[src/hdl/bltt_pkg.sv]
package bltt_pkg;

    // Result queue between the classifier and the output sequencer
    localparam int QUEUE_DEPTH = 4;

    // Token kinds
    localparam logic [5:0] TK_STRING     = 6'd4;
    localparam logic [5:0] TK_SET_INT    = 6'd5;
    localparam logic [5:0] TK_SET_STRING = 6'd8;
    localparam logic [5:0] TK_ASSIGN     = 6'd20;
    localparam logic [5:0] TK_SET_LABEL  = 6'd21;
    localparam logic [5:0] TK_GOTO       = 6'd22;
    localparam logic [5:0] TK_IF         = 6'd23;
    localparam logic [5:0] TK_ELSE       = 6'd24;
    localparam logic [5:0] TK_WHILE      = 6'd25;
    localparam logic [5:0] TK_BEGIN      = 6'd26;
    localparam logic [5:0] TK_END        = 6'd27;
    localparam logic [5:0] TK_GET_VAR    = 6'd35;
    localparam logic [5:0] TK_EXIT       = 6'd36;
    // Plain operator tokens map to opcodes by a fixed offset
    localparam logic [5:0] TK_OP_OFFSET  = 6'd7;

    // Opcodes
    localparam logic [4:0] OP_PUSH      = 5'd0;
    localparam logic [4:0] OP_SET_TYPE  = 5'd1;
    localparam logic [4:0] OP_SET_LABEL = 5'd14;
    localparam logic [4:0] OP_GOTO      = 5'd15;
    localparam logic [4:0] OP_IF        = 5'd16;
    localparam logic [4:0] OP_ELSE      = 5'd17;
    localparam logic [4:0] OP_WHILE     = 5'd18;
    localparam logic [4:0] OP_BEGIN     = 5'd19;
    localparam logic [4:0] OP_END       = 5'd20;
    localparam logic [4:0] OP_EXIT      = 5'd29;

    // Operand kinds
    localparam logic [3:0] OK_NAME  = 4'd1;
    localparam logic [3:0] OK_TYPE  = 4'd6;
    localparam logic [3:0] OK_BLOCK = 4'd7;
    localparam logic [3:0] OK_USER  = 4'd8;

    // Block kinds on the nesting stack; they equal the plain label kinds
    localparam logic [1:0] BK_IF    = 2'd1;
    localparam logic [1:0] BK_ELSE  = 2'd2;
    localparam logic [1:0] BK_WHILE = 2'd3;

    // Label kinds
    localparam logic [3:0] LK_IF        = 4'd1;
    localparam logic [3:0] LK_ELSE      = 4'd2;
    localparam logic [3:0] LK_WHILE     = 4'd3;
    localparam logic [3:0] LK_BEGIN_OFS = 4'd3;
    localparam logic [3:0] LK_END_OFS   = 4'd6;

    // Error codes
    localparam logic [2:0] ERR_OK         = 3'd0;
    localparam logic [2:0] ERR_ELSE       = 3'd1;
    localparam logic [2:0] ERR_BEGIN      = 3'd2;
    localparam logic [2:0] ERR_END        = 3'd3;
    localparam logic [2:0] ERR_OPEN_IF    = 3'd4;
    localparam logic [2:0] ERR_OPEN_ELSE  = 3'd5;
    localparam logic [2:0] ERR_OPEN_WHILE = 3'd6;
    localparam logic [2:0] ERR_OVERFLOW   = 3'd7;

    // Narrow code fields of one result
    typedef struct packed {
        logic [4:0] opcode;
        logic [3:0] operand_kind;
        logic [1:0] type_code;
        logic [3:0] label_kind;
        logic [2:0] error_code;
    } t_code;

endpackage

[src/hdl/bltt_if.sv]
interface bltt_token_if #(
    parameter int HANDLE_BITS = 16
);
    logic                   valid;
    logic                   ready;
    logic [5:0]             token_kind;
    logic [HANDLE_BITS-1:0] text_handle;
    logic                   end_of_program;

    modport source (output valid, token_kind, text_handle, end_of_program, input ready);
    modport sink   (input valid, token_kind, text_handle, end_of_program, output ready);
endinterface

interface bltt_instr_if #(
    parameter int HANDLE_BITS = 16,
    parameter int LABEL_BITS  = 16
);
    logic                   valid;
    logic                   ready;
    logic [4:0]             opcode;
    logic [3:0]             operand_kind;
    logic [HANDLE_BITS-1:0] operand_handle;
    logic [1:0]             type_code;
    logic [3:0]             label_kind;
    logic [LABEL_BITS-1:0]  label_number;
    logic [2:0]             error_code;
    logic                   last_of_run;

    modport source (output valid, opcode, operand_kind, operand_handle, type_code,
                    label_kind, label_number, error_code, last_of_run, input ready);
    modport sink   (input valid, opcode, operand_kind, operand_handle, type_code,
                    label_kind, label_number, error_code, last_of_run, output ready);
endinterface

[src/hdl/bltt_front.sv]
module bltt_front #(
    parameter int NEST_DEPTH  = 16,
    parameter int LABEL_BITS  = 16,
    parameter int HANDLE_BITS = 16
) (
    input  logic                   i_clk,
    input  logic                   i_rst_n,
    bltt_token_if.sink             i_tok,
    input  logic                   i_full,
    output logic                   o_push,
    output logic                   o_two,
    output bltt_pkg::t_code        o_code,
    output logic [HANDLE_BITS-1:0] o_handle,
    output logic [LABEL_BITS-1:0]  o_label,
    output logic [2:0]             o_err1
);
    import bltt_pkg::*;

    localparam int DW = $clog2(NEST_DEPTH + 1);
    localparam int AW = (NEST_DEPTH > 1) ? $clog2(NEST_DEPTH) : 1;
    localparam int EW = LABEL_BITS + 2;

    logic [EW-1:0]         r_mem [NEST_DEPTH];
    logic [EW-1:0]         r_below;
    logic [1:0]            r_top_kind, n_top_kind;
    logic [LABEL_BITS-1:0] r_top_num, n_top_num;
    logic [DW-1:0]         r_depth, n_depth;
    logic [DW-1:0]         r_begin, n_begin;
    logic [LABEL_BITS:0]   r_next_if, n_next_if;
    logic [LABEL_BITS:0]   r_next_wh, n_next_wh;
    logic [LABEL_BITS-1:0] r_lci, n_lci;
    logic                  r_civ, n_civ;
    logic [DW-1:0]         r_oif, n_oif;
    logic [DW-1:0]         r_oel, n_oel;
    logic [DW-1:0]         r_owh, n_owh;
    logic                  r_drop, n_drop;

    logic                  accept;
    logic                  full;
    logic                  inst;
    logic [2:0]            err;
    logic [2:0]            fin;
    logic                  wen;
    logic [DW-1:0]         wr_full, rd_depth, rd_full;
    logic [AW-1:0]         wr_addr, rd_addr;
    logic [5:0]            kind;

    assign kind        = i_tok.token_kind;
    assign i_tok.ready = !i_full;
    assign accept      = i_tok.valid && !i_full;
    assign full        = (r_depth >= DW'(NEST_DEPTH));

    assign wr_full  = r_depth - DW'(1);
    assign wr_addr  = wr_full[AW-1:0];
    assign rd_depth = accept ? n_depth : r_depth;
    assign rd_full  = rd_depth - DW'(2);
    assign rd_addr  = rd_full[AW-1:0];

    always_comb begin
        inst       = 1'b0;
        err        = ERR_OK;
        fin        = ERR_OK;
        wen        = 1'b0;
        o_code     = '0;
        o_handle   = '0;
        o_label    = '0;
        o_two      = 1'b0;
        o_err1     = ERR_OK;
        o_push     = 1'b0;
        n_top_kind = r_top_kind;
        n_top_num  = r_top_num;
        n_depth    = r_depth;
        n_begin    = r_begin;
        n_next_if  = r_next_if;
        n_next_wh  = r_next_wh;
        n_lci      = r_lci;
        n_civ      = r_civ;
        n_oif      = r_oif;
        n_oel      = r_oel;
        n_owh      = r_owh;
        n_drop     = r_drop;

        if (!r_drop) begin
            if (kind <= TK_STRING) begin
                inst                = 1'b1;
                o_code.opcode       = OP_PUSH;
                o_code.operand_kind = OK_NAME + kind[3:0];
                o_handle            = i_tok.text_handle;
            end else if (kind <= TK_SET_STRING) begin
                inst                = 1'b1;
                o_code.opcode       = OP_SET_TYPE;
                o_code.operand_kind = OK_TYPE;
                o_code.type_code    = 2'(kind - TK_SET_INT);
            end else if (kind <= TK_ASSIGN) begin
                inst          = 1'b1;
                o_code.opcode = 5'(kind - TK_OP_OFFSET);
            end else if (kind <= TK_END) begin
                case (kind)
                    TK_SET_LABEL: begin
                        inst                = 1'b1;
                        o_code.opcode       = OP_SET_LABEL;
                        o_code.operand_kind = OK_USER;
                        o_handle            = i_tok.text_handle;
                    end
                    TK_GOTO: begin
                        inst          = 1'b1;
                        o_code.opcode = OP_GOTO;
                    end
                    TK_IF: begin
                        if (full || r_next_if[LABEL_BITS]) begin
                            err = ERR_OVERFLOW;
                        end else begin
                            inst                = 1'b1;
                            o_code.opcode       = OP_IF;
                            o_code.operand_kind = OK_BLOCK;
                            o_code.label_kind   = LK_IF;
                            o_label             = r_next_if[LABEL_BITS-1:0];
                            n_next_if           = r_next_if + 1'b1;
                            n_oif               = r_oif + 1'b1;
                            n_depth             = r_depth + 1'b1;
                            wen                 = (r_depth != '0);
                            n_top_kind          = BK_IF;
                            n_top_num           = r_next_if[LABEL_BITS-1:0];
                        end
                    end
                    TK_ELSE: begin
                        if (!r_civ) begin
                            err = ERR_ELSE;
                        end else if (full) begin
                            err = ERR_OVERFLOW;
                        end else begin
                            inst                = 1'b1;
                            o_code.opcode       = OP_ELSE;
                            o_code.operand_kind = OK_BLOCK;
                            o_code.label_kind   = LK_ELSE;
                            o_label             = r_lci;
                            n_oel               = r_oel + 1'b1;
                            n_depth             = r_depth + 1'b1;
                            wen                 = (r_depth != '0);
                            n_top_kind          = BK_ELSE;
                            n_top_num           = r_lci;
                        end
                    end
                    TK_WHILE: begin
                        if (full || r_next_wh[LABEL_BITS]) begin
                            err = ERR_OVERFLOW;
                        end else begin
                            inst                = 1'b1;
                            o_code.opcode       = OP_WHILE;
                            o_code.operand_kind = OK_BLOCK;
                            o_code.label_kind   = LK_WHILE;
                            o_label             = r_next_wh[LABEL_BITS-1:0];
                            n_next_wh           = r_next_wh + 1'b1;
                            n_owh               = r_owh + 1'b1;
                            n_depth             = r_depth + 1'b1;
                            wen                 = (r_depth != '0);
                            n_top_kind          = BK_WHILE;
                            n_top_num           = r_next_wh[LABEL_BITS-1:0];
                        end
                    end
                    TK_BEGIN: begin
                        if (r_depth == '0) begin
                            err = ERR_BEGIN;
                        end else if (r_begin >= DW'(NEST_DEPTH)) begin
                            err = ERR_OVERFLOW;
                        end else begin
                            inst                = 1'b1;
                            o_code.opcode       = OP_BEGIN;
                            o_code.operand_kind = OK_BLOCK;
                            o_code.label_kind   = {2'b00, r_top_kind} + LK_BEGIN_OFS;
                            o_label             = r_top_num;
                            n_begin             = r_begin + 1'b1;
                        end
                    end
                    TK_END: begin
                        if (r_depth == '0 || r_begin == '0) begin
                            err = ERR_END;
                        end else begin
                            inst                = 1'b1;
                            o_code.opcode       = OP_END;
                            o_code.operand_kind = OK_BLOCK;
                            o_code.label_kind   = {2'b00, r_top_kind} + LK_END_OFS;
                            o_label             = r_top_num;
                            n_depth             = r_depth - 1'b1;
                            n_begin             = r_begin - 1'b1;
                            // pop: the entry below becomes the top
                            n_top_kind          = r_below[EW-1 -: 2];
                            n_top_num           = r_below[LABEL_BITS-1:0];
                            if (r_top_kind == BK_IF) begin
                                n_oif = r_oif - 1'b1;
                                n_lci = r_top_num;
                                n_civ = 1'b1;
                            end else if (r_top_kind == BK_ELSE) begin
                                n_oel = r_oel - 1'b1;
                            end else begin
                                n_owh = r_owh - 1'b1;
                            end
                        end
                    end
                    default: begin
                        inst = 1'b0;
                    end
                endcase
            end else if (kind <= TK_GET_VAR) begin
                inst          = 1'b1;
                o_code.opcode = 5'(kind - TK_OP_OFFSET);
            end else if (kind == TK_EXIT) begin
                inst          = 1'b1;
                o_code.opcode = OP_EXIT;
            end

            // Closing checks see the counts after this token
            if (n_oif != '0) begin
                fin = ERR_OPEN_IF;
            end else if (n_oel != '0) begin
                fin = ERR_OPEN_ELSE;
            end else if (n_owh != '0) begin
                fin = ERR_OPEN_WHILE;
            end

            if (err != ERR_OK) begin
                o_code            = '0;
                o_code.error_code = err;
                o_handle          = '0;
                o_label           = '0;
                o_push            = 1'b1;
                n_drop            = !i_tok.end_of_program;
            end else if (i_tok.end_of_program) begin
                o_push = 1'b1;
                if (inst) begin
                    o_two  = 1'b1;
                    o_err1 = fin;
                end else begin
                    o_code = '0;
                    if (fin != ERR_OK) begin
                        o_code.error_code = fin;
                    end else begin
                        o_code.opcode = OP_EXIT;
                    end
                end
            end else begin
                o_push = inst;
            end
        end

        // End of program returns everything to the reset state
        if (i_tok.end_of_program) begin
            n_depth   = '0;
            n_begin   = '0;
            n_next_if = '0;
            n_next_wh = '0;
            n_lci     = '0;
            n_civ     = 1'b0;
            n_oif     = '0;
            n_oel     = '0;
            n_owh     = '0;
            n_drop    = 1'b0;
        end

        o_push = o_push && accept;
    end

    always_ff @(posedge i_clk) begin
        if (!i_rst_n) begin
            r_depth   <= '0;
            r_begin   <= '0;
            r_next_if <= '0;
            r_next_wh <= '0;
            r_lci     <= '0;
            r_civ     <= 1'b0;
            r_oif     <= '0;
            r_oel     <= '0;
            r_owh     <= '0;
            r_drop    <= 1'b0;
        end else if (accept) begin
            r_depth   <= n_depth;
            r_begin   <= n_begin;
            r_next_if <= n_next_if;
            r_next_wh <= n_next_wh;
            r_lci     <= n_lci;
            r_civ     <= n_civ;
            r_oif     <= n_oif;
            r_oel     <= n_oel;
            r_owh     <= n_owh;
            r_drop    <= n_drop;
        end
    end

    // Top of stack lives in flops; the memory holds the entries below it
    always_ff @(posedge i_clk) begin
        if (accept) begin
            r_top_kind <= n_top_kind;
            r_top_num  <= n_top_num;
        end
    end

    always_ff @(posedge i_clk) begin
        if (accept && wen) begin
            r_mem[wr_addr] <= {r_top_kind, r_top_num};
        end
        if (accept && wen && (wr_addr == rd_addr)) begin
            r_below <= {r_top_kind, r_top_num};
        end else begin
            r_below <= r_mem[rd_addr];
        end
    end

endmodule

[src/hdl/bltt_queue.sv]
module bltt_queue #(
    parameter int W = 8
) (
    input  logic         i_clk,
    input  logic         i_rst_n,
    input  logic         i_push,
    input  logic [W-1:0] i_data,
    output logic         o_full,
    output logic         o_valid,
    output logic [W-1:0] o_data,
    input  logic         i_pop
);
    import bltt_pkg::*;

    localparam int PW = $clog2(QUEUE_DEPTH);
    localparam int CW = $clog2(QUEUE_DEPTH + 1);

    logic [W-1:0]  r_slot [QUEUE_DEPTH];
    logic [PW-1:0] r_wp, r_rp;
    logic [CW-1:0] r_cnt;
    logic          pop;

    assign o_full  = (r_cnt == CW'(QUEUE_DEPTH));
    assign o_valid = (r_cnt != '0);
    assign o_data  = r_slot[r_rp];
    assign pop     = i_pop && o_valid;

    always_ff @(posedge i_clk) begin
        if (!i_rst_n) begin
            r_wp  <= '0;
            r_rp  <= '0;
            r_cnt <= '0;
        end else begin
            if (i_push) begin
                r_wp <= r_wp + 1'b1;
            end
            if (pop) begin
                r_rp <= r_rp + 1'b1;
            end
            r_cnt <= r_cnt + CW'(i_push) - CW'(pop);
        end
    end

    always_ff @(posedge i_clk) begin
        if (i_push) begin
            r_slot[r_wp] <= i_data;
        end
    end

endmodule

[src/hdl/bltt_back.sv]
module bltt_back #(
    parameter int LABEL_BITS  = 16,
    parameter int HANDLE_BITS = 16
) (
    input  logic                   i_clk,
    input  logic                   i_rst_n,
    input  logic                   i_valid,
    input  logic                   i_two,
    input  bltt_pkg::t_code        i_code,
    input  logic [HANDLE_BITS-1:0] i_handle,
    input  logic [LABEL_BITS-1:0]  i_label,
    input  logic [2:0]             i_err1,
    output logic                   o_pop,
    bltt_instr_if.source           o_ins
);
    import bltt_pkg::*;

    logic r_phase, n_phase;
    logic take;

    assign o_ins.valid = i_valid;
    assign take        = i_valid && o_ins.ready;
    assign o_pop       = take && (r_phase || !i_two);
    assign n_phase     = take ? (!r_phase && i_two) : r_phase;

    always_comb begin
        if (r_phase) begin
            // second result: exit, or the closing error in its place
            o_ins.opcode         = (i_err1 == ERR_OK) ? OP_EXIT : OP_PUSH;
            o_ins.operand_kind   = '0;
            o_ins.operand_handle = '0;
            o_ins.type_code      = '0;
            o_ins.label_kind     = '0;
            o_ins.label_number   = '0;
            o_ins.error_code     = i_err1;
            o_ins.last_of_run    = 1'b1;
        end else begin
            o_ins.opcode         = i_code.opcode;
            o_ins.operand_kind   = i_code.operand_kind;
            o_ins.operand_handle = i_handle;
            o_ins.type_code      = i_code.type_code;
            o_ins.label_kind     = i_code.label_kind;
            o_ins.label_number   = i_label;
            o_ins.error_code     = i_code.error_code;
            o_ins.last_of_run    = !i_two;
        end
    end

    always_ff @(posedge i_clk) begin
        if (!i_rst_n) begin
            r_phase <= 1'b0;
        end else begin
            r_phase <= n_phase;
        end
    end

endmodule

[src/hdl/block_label_token_translator_top.sv]
// Path: a token's results are registered in the result queue, then offered at the output.
// Throughput: one token per cycle while each token gives one result and the output takes
//   it; a token that gives an instruction plus the exit or closing error gives two results.
//   The rate is set by the single-result output port behind a four-entry queue.
// Reset: synchronous, active low; clears counters, flags and the queue. The
//   nesting stack memory is not cleared and needs no clearing pass.
module block_label_token_translator_top #(
    parameter int NEST_DEPTH  = 16,
    parameter int LABEL_BITS  = 16,
    parameter int HANDLE_BITS = 16
) (
    input  logic         i_clk,
    input  logic         i_rst_n,
    bltt_token_if.sink   i_tok,
    bltt_instr_if.source o_ins
);
    import bltt_pkg::*;

    // Queue entry: second-result flag, first result, closing code of the second
    localparam int QW = 1 + $bits(t_code) + HANDLE_BITS + LABEL_BITS + 3;

    logic                   push, full, q_valid, pop;
    logic                   f_two, q_two;
    t_code                  f_code, q_code;
    logic [HANDLE_BITS-1:0] f_handle, q_handle;
    logic [LABEL_BITS-1:0]  f_label, q_label;
    logic [2:0]             f_err1, q_err1;
    logic [QW-1:0]          q_in, q_out;

    // Front: classify each token, track the nesting stack, emit queue entries
    bltt_front #(
        .NEST_DEPTH  (NEST_DEPTH),
        .LABEL_BITS  (LABEL_BITS),
        .HANDLE_BITS (HANDLE_BITS)
    ) u_front (
        .i_clk    (i_clk),
        .i_rst_n  (i_rst_n),
        .i_tok    (i_tok),
        .i_full   (full),
        .o_push   (push),
        .o_two    (f_two),
        .o_code   (f_code),
        .o_handle (f_handle),
        .o_label  (f_label),
        .o_err1   (f_err1)
    );

    assign q_in = {f_two, f_code, f_handle, f_label, f_err1};

    // Queue decouples token intake from result delivery
    bltt_queue #(
        .W (QW)
    ) u_queue (
        .i_clk   (i_clk),
        .i_rst_n (i_rst_n),
        .i_push  (push),
        .i_data  (q_in),
        .o_full  (full),
        .o_valid (q_valid),
        .o_data  (q_out),
        .i_pop   (pop)
    );

    assign {q_two, q_code, q_handle, q_label, q_err1} = q_out;

    // Back: deliver one or two results per entry, mark the last one
    bltt_back #(
        .LABEL_BITS  (LABEL_BITS),
        .HANDLE_BITS (HANDLE_BITS)
    ) u_back (
        .i_clk    (i_clk),
        .i_rst_n  (i_rst_n),
        .i_valid  (q_valid),
        .i_two    (q_two),
        .i_code   (q_code),
        .i_handle (q_handle),
        .i_label  (q_label),
        .i_err1   (q_err1),
        .o_pop    (pop),
        .o_ins    (o_ins)
    );

endmodule

[src/flat_wrapper.sv]
// flat-port wrapper written by rule: the top's interface ports become plain ports
module block_label_token_translator_top_flat import bltt_pkg::*;
#(
    parameter int NEST_DEPTH  = 16,
    parameter int LABEL_BITS  = 16,
    parameter int HANDLE_BITS = 16
)
  (i_clk, i_rst_n, i_tok_valid, i_tok_token_kind, i_tok_text_handle, i_tok_end_of_program, i_tok_ready, o_ins_valid, o_ins_opcode, o_ins_operand_kind, o_ins_operand_handle, o_ins_type_code, o_ins_label_kind, o_ins_label_number, o_ins_error_code, o_ins_last_of_run, o_ins_ready);
  bltt_token_if #(.HANDLE_BITS(HANDLE_BITS)) i_tok_i ();
  bltt_instr_if #(.HANDLE_BITS(HANDLE_BITS), .LABEL_BITS(LABEL_BITS)) o_ins_i ();
  input  logic i_clk;
  input  logic i_rst_n;
  input wire logic [$bits(i_tok_i.valid)-1:0] i_tok_valid;
  input wire logic [$bits(i_tok_i.token_kind)-1:0] i_tok_token_kind;
  input wire logic [$bits(i_tok_i.text_handle)-1:0] i_tok_text_handle;
  input wire logic [$bits(i_tok_i.end_of_program)-1:0] i_tok_end_of_program;
  output wire logic [$bits(i_tok_i.ready)-1:0] i_tok_ready;
  output wire logic [$bits(o_ins_i.valid)-1:0] o_ins_valid;
  output wire logic [$bits(o_ins_i.opcode)-1:0] o_ins_opcode;
  output wire logic [$bits(o_ins_i.operand_kind)-1:0] o_ins_operand_kind;
  output wire logic [$bits(o_ins_i.operand_handle)-1:0] o_ins_operand_handle;
  output wire logic [$bits(o_ins_i.type_code)-1:0] o_ins_type_code;
  output wire logic [$bits(o_ins_i.label_kind)-1:0] o_ins_label_kind;
  output wire logic [$bits(o_ins_i.label_number)-1:0] o_ins_label_number;
  output wire logic [$bits(o_ins_i.error_code)-1:0] o_ins_error_code;
  output wire logic [$bits(o_ins_i.last_of_run)-1:0] o_ins_last_of_run;
  input wire logic [$bits(o_ins_i.ready)-1:0] o_ins_ready;
  assign i_tok_i.valid = i_tok_valid;
  assign i_tok_i.token_kind = i_tok_token_kind;
  assign i_tok_i.text_handle = i_tok_text_handle;
  assign i_tok_i.end_of_program = i_tok_end_of_program;
  assign i_tok_ready = i_tok_i.ready;
  assign o_ins_valid = o_ins_i.valid;
  assign o_ins_opcode = o_ins_i.opcode;
  assign o_ins_operand_kind = o_ins_i.operand_kind;
  assign o_ins_operand_handle = o_ins_i.operand_handle;
  assign o_ins_type_code = o_ins_i.type_code;
  assign o_ins_label_kind = o_ins_i.label_kind;
  assign o_ins_label_number = o_ins_i.label_number;
  assign o_ins_error_code = o_ins_i.error_code;
  assign o_ins_last_of_run = o_ins_i.last_of_run;
  assign o_ins_i.ready = o_ins_ready;
  block_label_token_translator_top #(.NEST_DEPTH(NEST_DEPTH), .LABEL_BITS(LABEL_BITS), .HANDLE_BITS(HANDLE_BITS)) u_core (.i_clk(i_clk), .i_rst_n(i_rst_n), .i_tok(i_tok_i), .o_ins(o_ins_i));
endmodule
[config.mk]
export PLATFORM = sky130hd
export DESIGN_NAME = block_label_token_translator_top_flat
export DESIGN_NICKNAME = d
export VERILOG_FILES = /design/src/hdl/bltt_pkg.sv /design/src/hdl/bltt_if.sv /design/src/hdl/bltt_front.sv /design/src/hdl/bltt_queue.sv /design/src/hdl/bltt_back.sv /design/src/hdl/block_label_token_translator_top.sv /design/src/flat_wrapper.sv
export SDC_FILE = /design/constraint.sdc
export NUM_CORES = 1
export LEC_CHECK = 0
export BUFFER_PORTS_ARGS = -buffer_cell sky130_fd_sc_hd__clkbuf_2
export CORE_UTILIZATION = 56
export CTS_CLUSTER_DIAMETER = 100
export DETAILED_ROUTE_END_ITERATION = 10
export PLACE_DENSITY_LB_ADDON = 0.08
export SYNTH_ARGS = -nofsm -noshare
export SYNTH_HDL_FRONTEND = slang
export SYNTH_SLANG_ARGS = --single-unit
[constraint.sdc]
create_clock -name i_clk -period 3.55 [get_ports i_clk]
set_input_delay 0.355 -clock i_clk [delete_from_list [all_inputs] [get_ports i_clk]]
set_output_delay 0.355 -clock i_clk [all_outputs]
set_load 0.02 [all_outputs]
==> impl_metrics.tcl <==
set metrics [dict create \
    fin_ws_ns 0.205 \
    ir_drop_mv 0.392 \
    place_congestion 0.934 \
    switching_share 0.242 \
    setup_tns_ns 0 \
    r2r-start "u_core.u_front.r_depth[0]" \
    startpoint_type "flip-flop" \
    hold_path_class "in2reg" \
    post-route-cell-area_mm2 0.0304 \
    net-switching-power_mw 3.97 \
    hold_start "o_ins_ready" \
    max_freq_mhz 299 \
    wirelength_mm 61.4 \
    dr_total_vias 15600 \
    numCtsBuffers 60 \
    final_common_cell "edfxtp_1" \
    clock_latency_ns 0.63 \
    rsz0062_at_grt "no" \
    leakagePower_nw 10.1 \
    mostFrequentLayoutCells "522 x edfxtp_1, 145 x nand2_1, 144 x mux4_2, 87 x dfxtp_1, 86 x nor2_1" \
    ys_warn_count 0 \
    yosysSeqAreaShare 0.659 \
    required_ns 4.00 \
    crit_fanout 6 \
    post-route-min-period_ns 3.35 \
    critPathKind "reg2reg" \
    setup_viol 0 \
    cp-startpoint "u_core.u_front.r_depth[0]" \
    fin_hold_ws_ns 0.0704 \
    power_frac_clock 0.383 \
    synthTopCellsByArea "edfxtp_1 59%, mux4_2 12%, dfxtp_1 6.9%" \
    drt_iter0_drc 1490 \
    syn-mean-instance-area_um2 15.3 \
    placed_cells 2418 \
    area_growth_pct 14.5 \
    post-route-period-util 0.942 \
    max_slew_margin 0.0930 \
    clock_skew_ns 0.0282 \
    drt-wirelength-per-cell_um 24.2 \
    initial_core_util 0.569 \
    p_int_mw 12.5 \
    cp_data_arrival_time_ns 3.80 \
    violations "design-rule violations" \
    placed_cell_area_mm2 0.0284 \
    dr.max_layer_used "met4" \
    ys_seq_elements 613 \
    dieArea_mm2 0.0483 \
    status "finished with violations" \
    drt_first_pass_iters 10 \
    synth_edf_count 522 \
    wl_met2_mm 30.3 \
    p_total_mw 16.4 \
    yosysTopAreaCell "edfxtp_1" \
    p_per_area_mw_per_mm2 541 \
    pre_cts_ws_ns 0.121 \
    syn_nets 1792 \
    overflow 0 \
    htreeDepth 2 \
    tightest_slew_ns 1.36 \
    layout-drive-gt1-share 0.239 \
    post-cts-setup-buffers 0 \
    grt_max_degree 55 \
    fin_util 0.651 \
    seqPwrFrac 0.491 \
    met1_length_mm 26.2 \
    slew_viol_final 0 \
    grt_pass1_vias 15400 \
    cts-resized-gates 0 \
    synth-async-reset-ratio 0 \
    cts.sinks 613 \
    ys_types 84 \
    ys.flop_type "edfxtp_1" \
    fp.dieH_um 220 \
    die_w_um 220 \
    clockBufferDepth 3 \
    maxCapViolations 0 \
    cts.clk_slew.worst_paths_ns 0.06 \
    cp-end-kind "flip-flop" \
    antenna_found_initial 1 \
    comb_power_share 0.126 \
    core_area_mm2 0.0467 \
    drc 22 \
    ant_nets 0 \
    fin_nets 1933 \
    track_usage 0.259 \
    synthCells 1732 \
    grt_pass1_wl_mm 93.3 \
    netlist_area_mm2 0.0265 \
    synth_top_area_share 0.591 \
    num_io_pins 80 \
    dpl.hpwl_mm 38.2 \
    final_cells 2531 \
    routed_via_density 6.16 \
    dr_wl_met3_mm 3.44 \
    holdBufCountCts 0 \
    hold_viol 0 \
    num_rows 79 \
    cts_tree "built" \
    cts_root_buf "clkbuf_16" \
    io_buffers 79 \
]
layer usage:
metal,up-vias,GRT usage
met5,-,0
met2,533,0.429
li1,7073,-
met3,100,0.0335
met1,7885,0.358
met4,0,0.0860
power groups by stage:
stage / clock network, mW / registers [mW] / logic (mW)
after global routing: 6.67 / 8.09 / 2.26
final: 6.29 / 8.07 / 2.07
after detailed placement: 0 / 8.22 / 2.09
after global placement: 0 / 8.21 / 2.09
after floorplan: 0 / 8.19 / 1.45
after CTS: 6.42 / 8.07 / 2.10
critical path, cell delays in order, from the launching register on:
cell and delay [ns]:
dfxtp_1 0.31, inv_1 0.12, ha_1 0.28, or4b_4 0.55, o21ai_4 0.15, nor3_4 0.07
a211oi_2 0.25, o21ai_1 0.10, or4b_4 0.60, or4_4 0.59, nand2_1 0.16
state kept, by name (all words and copies together) (netlist names), named ones only:
register and count:
u_core.u_back.r_phase 1, u_core.u_front.r_begin 5, u_core.u_front.r_civ 1, u_core.u_front.r_depth 5, u_core.u_front.r_drop 1, u_core.u_front.r_lci 16, u_core.u_front.r_mem 288, u_core.u_front.r_next_if 17
u_core.u_front.r_next_wh 17, u_core.u_front.r_oel 5, u_core.u_front.r_oif 5, u_core.u_front.r_owh 5, u_core.u_front.r_top_kind 2, u_core.u_front.r_top_num 16, u_core.u_queue.r_cnt 3, u_core.u_queue.r_rp 2
u_core.u_queue.r_slot 216, u_core.u_queue.r_wp 2
final timing paths:
path                                   to  slack [ns]  cells after the start
max          u_core.u_queue.r_slot[0][51]        0.20                     10
min                 u_core.u_back.r_phase        0.07                      3
max reg2reg  u_core.u_queue.r_slot[0][51]        0.20                     10
min reg2reg      u_core.u_front.r_lci[10]        0.48                      2
cells in the mapped netlist (7+ instances only):
master	instances
a21boi_0	20
a21oi_1	63
a222oi_1	32
a22oi_1	9
a31oi_1	8
and2_1	85
and3_1	15
buf_1	13
clkbuf_1	78
dfxtp_1	91
edfxtp_1	522
ha_1	31
inv_1	36
mux4_2	144
nand2_1	145
nand2b_1	8
nand3_1	28
nand4_1	7
nand4b_1	19
nor2_1	103
nor2b_1	26
nor3_1	27
nor4_1	9
o21a_1	8
o21ai_0	38
or3_1	10
xnor2_1	20
xor2_1	19
area by class of cell:
type / count / area [um^2]
clock inverters: 24 / 216
repair buffers: 178 / 1410
flip-flops and latches: 613 / 17500
multi-input cells: 982 / 8560
fillers: 3329 / 16300
inverters: 38 / 143
clock buffers: 88 / 1770
well taps: 607 / 759
diodes: 1 / 2.50
cell families after synthesis:
| kind of cell | count (synthesis) | share of synthesized area |
|---|---|---|
| multiplexers | 150 | 0.125 |
| flip-flops | 613 | 0.659 |
| AO/OA/AOI/OAI | 247 | 0.0656 |
| AND/OR/NAND/NOR | 513 | 0.101 |
| adder cells (fa/ha/maj) | 33 | 0.0161 |
| buffers and inverters | 137 | 0.0203 |
| XOR/XNOR | 39 | 0.0129 |
Power figures use the tool's default switching activity.
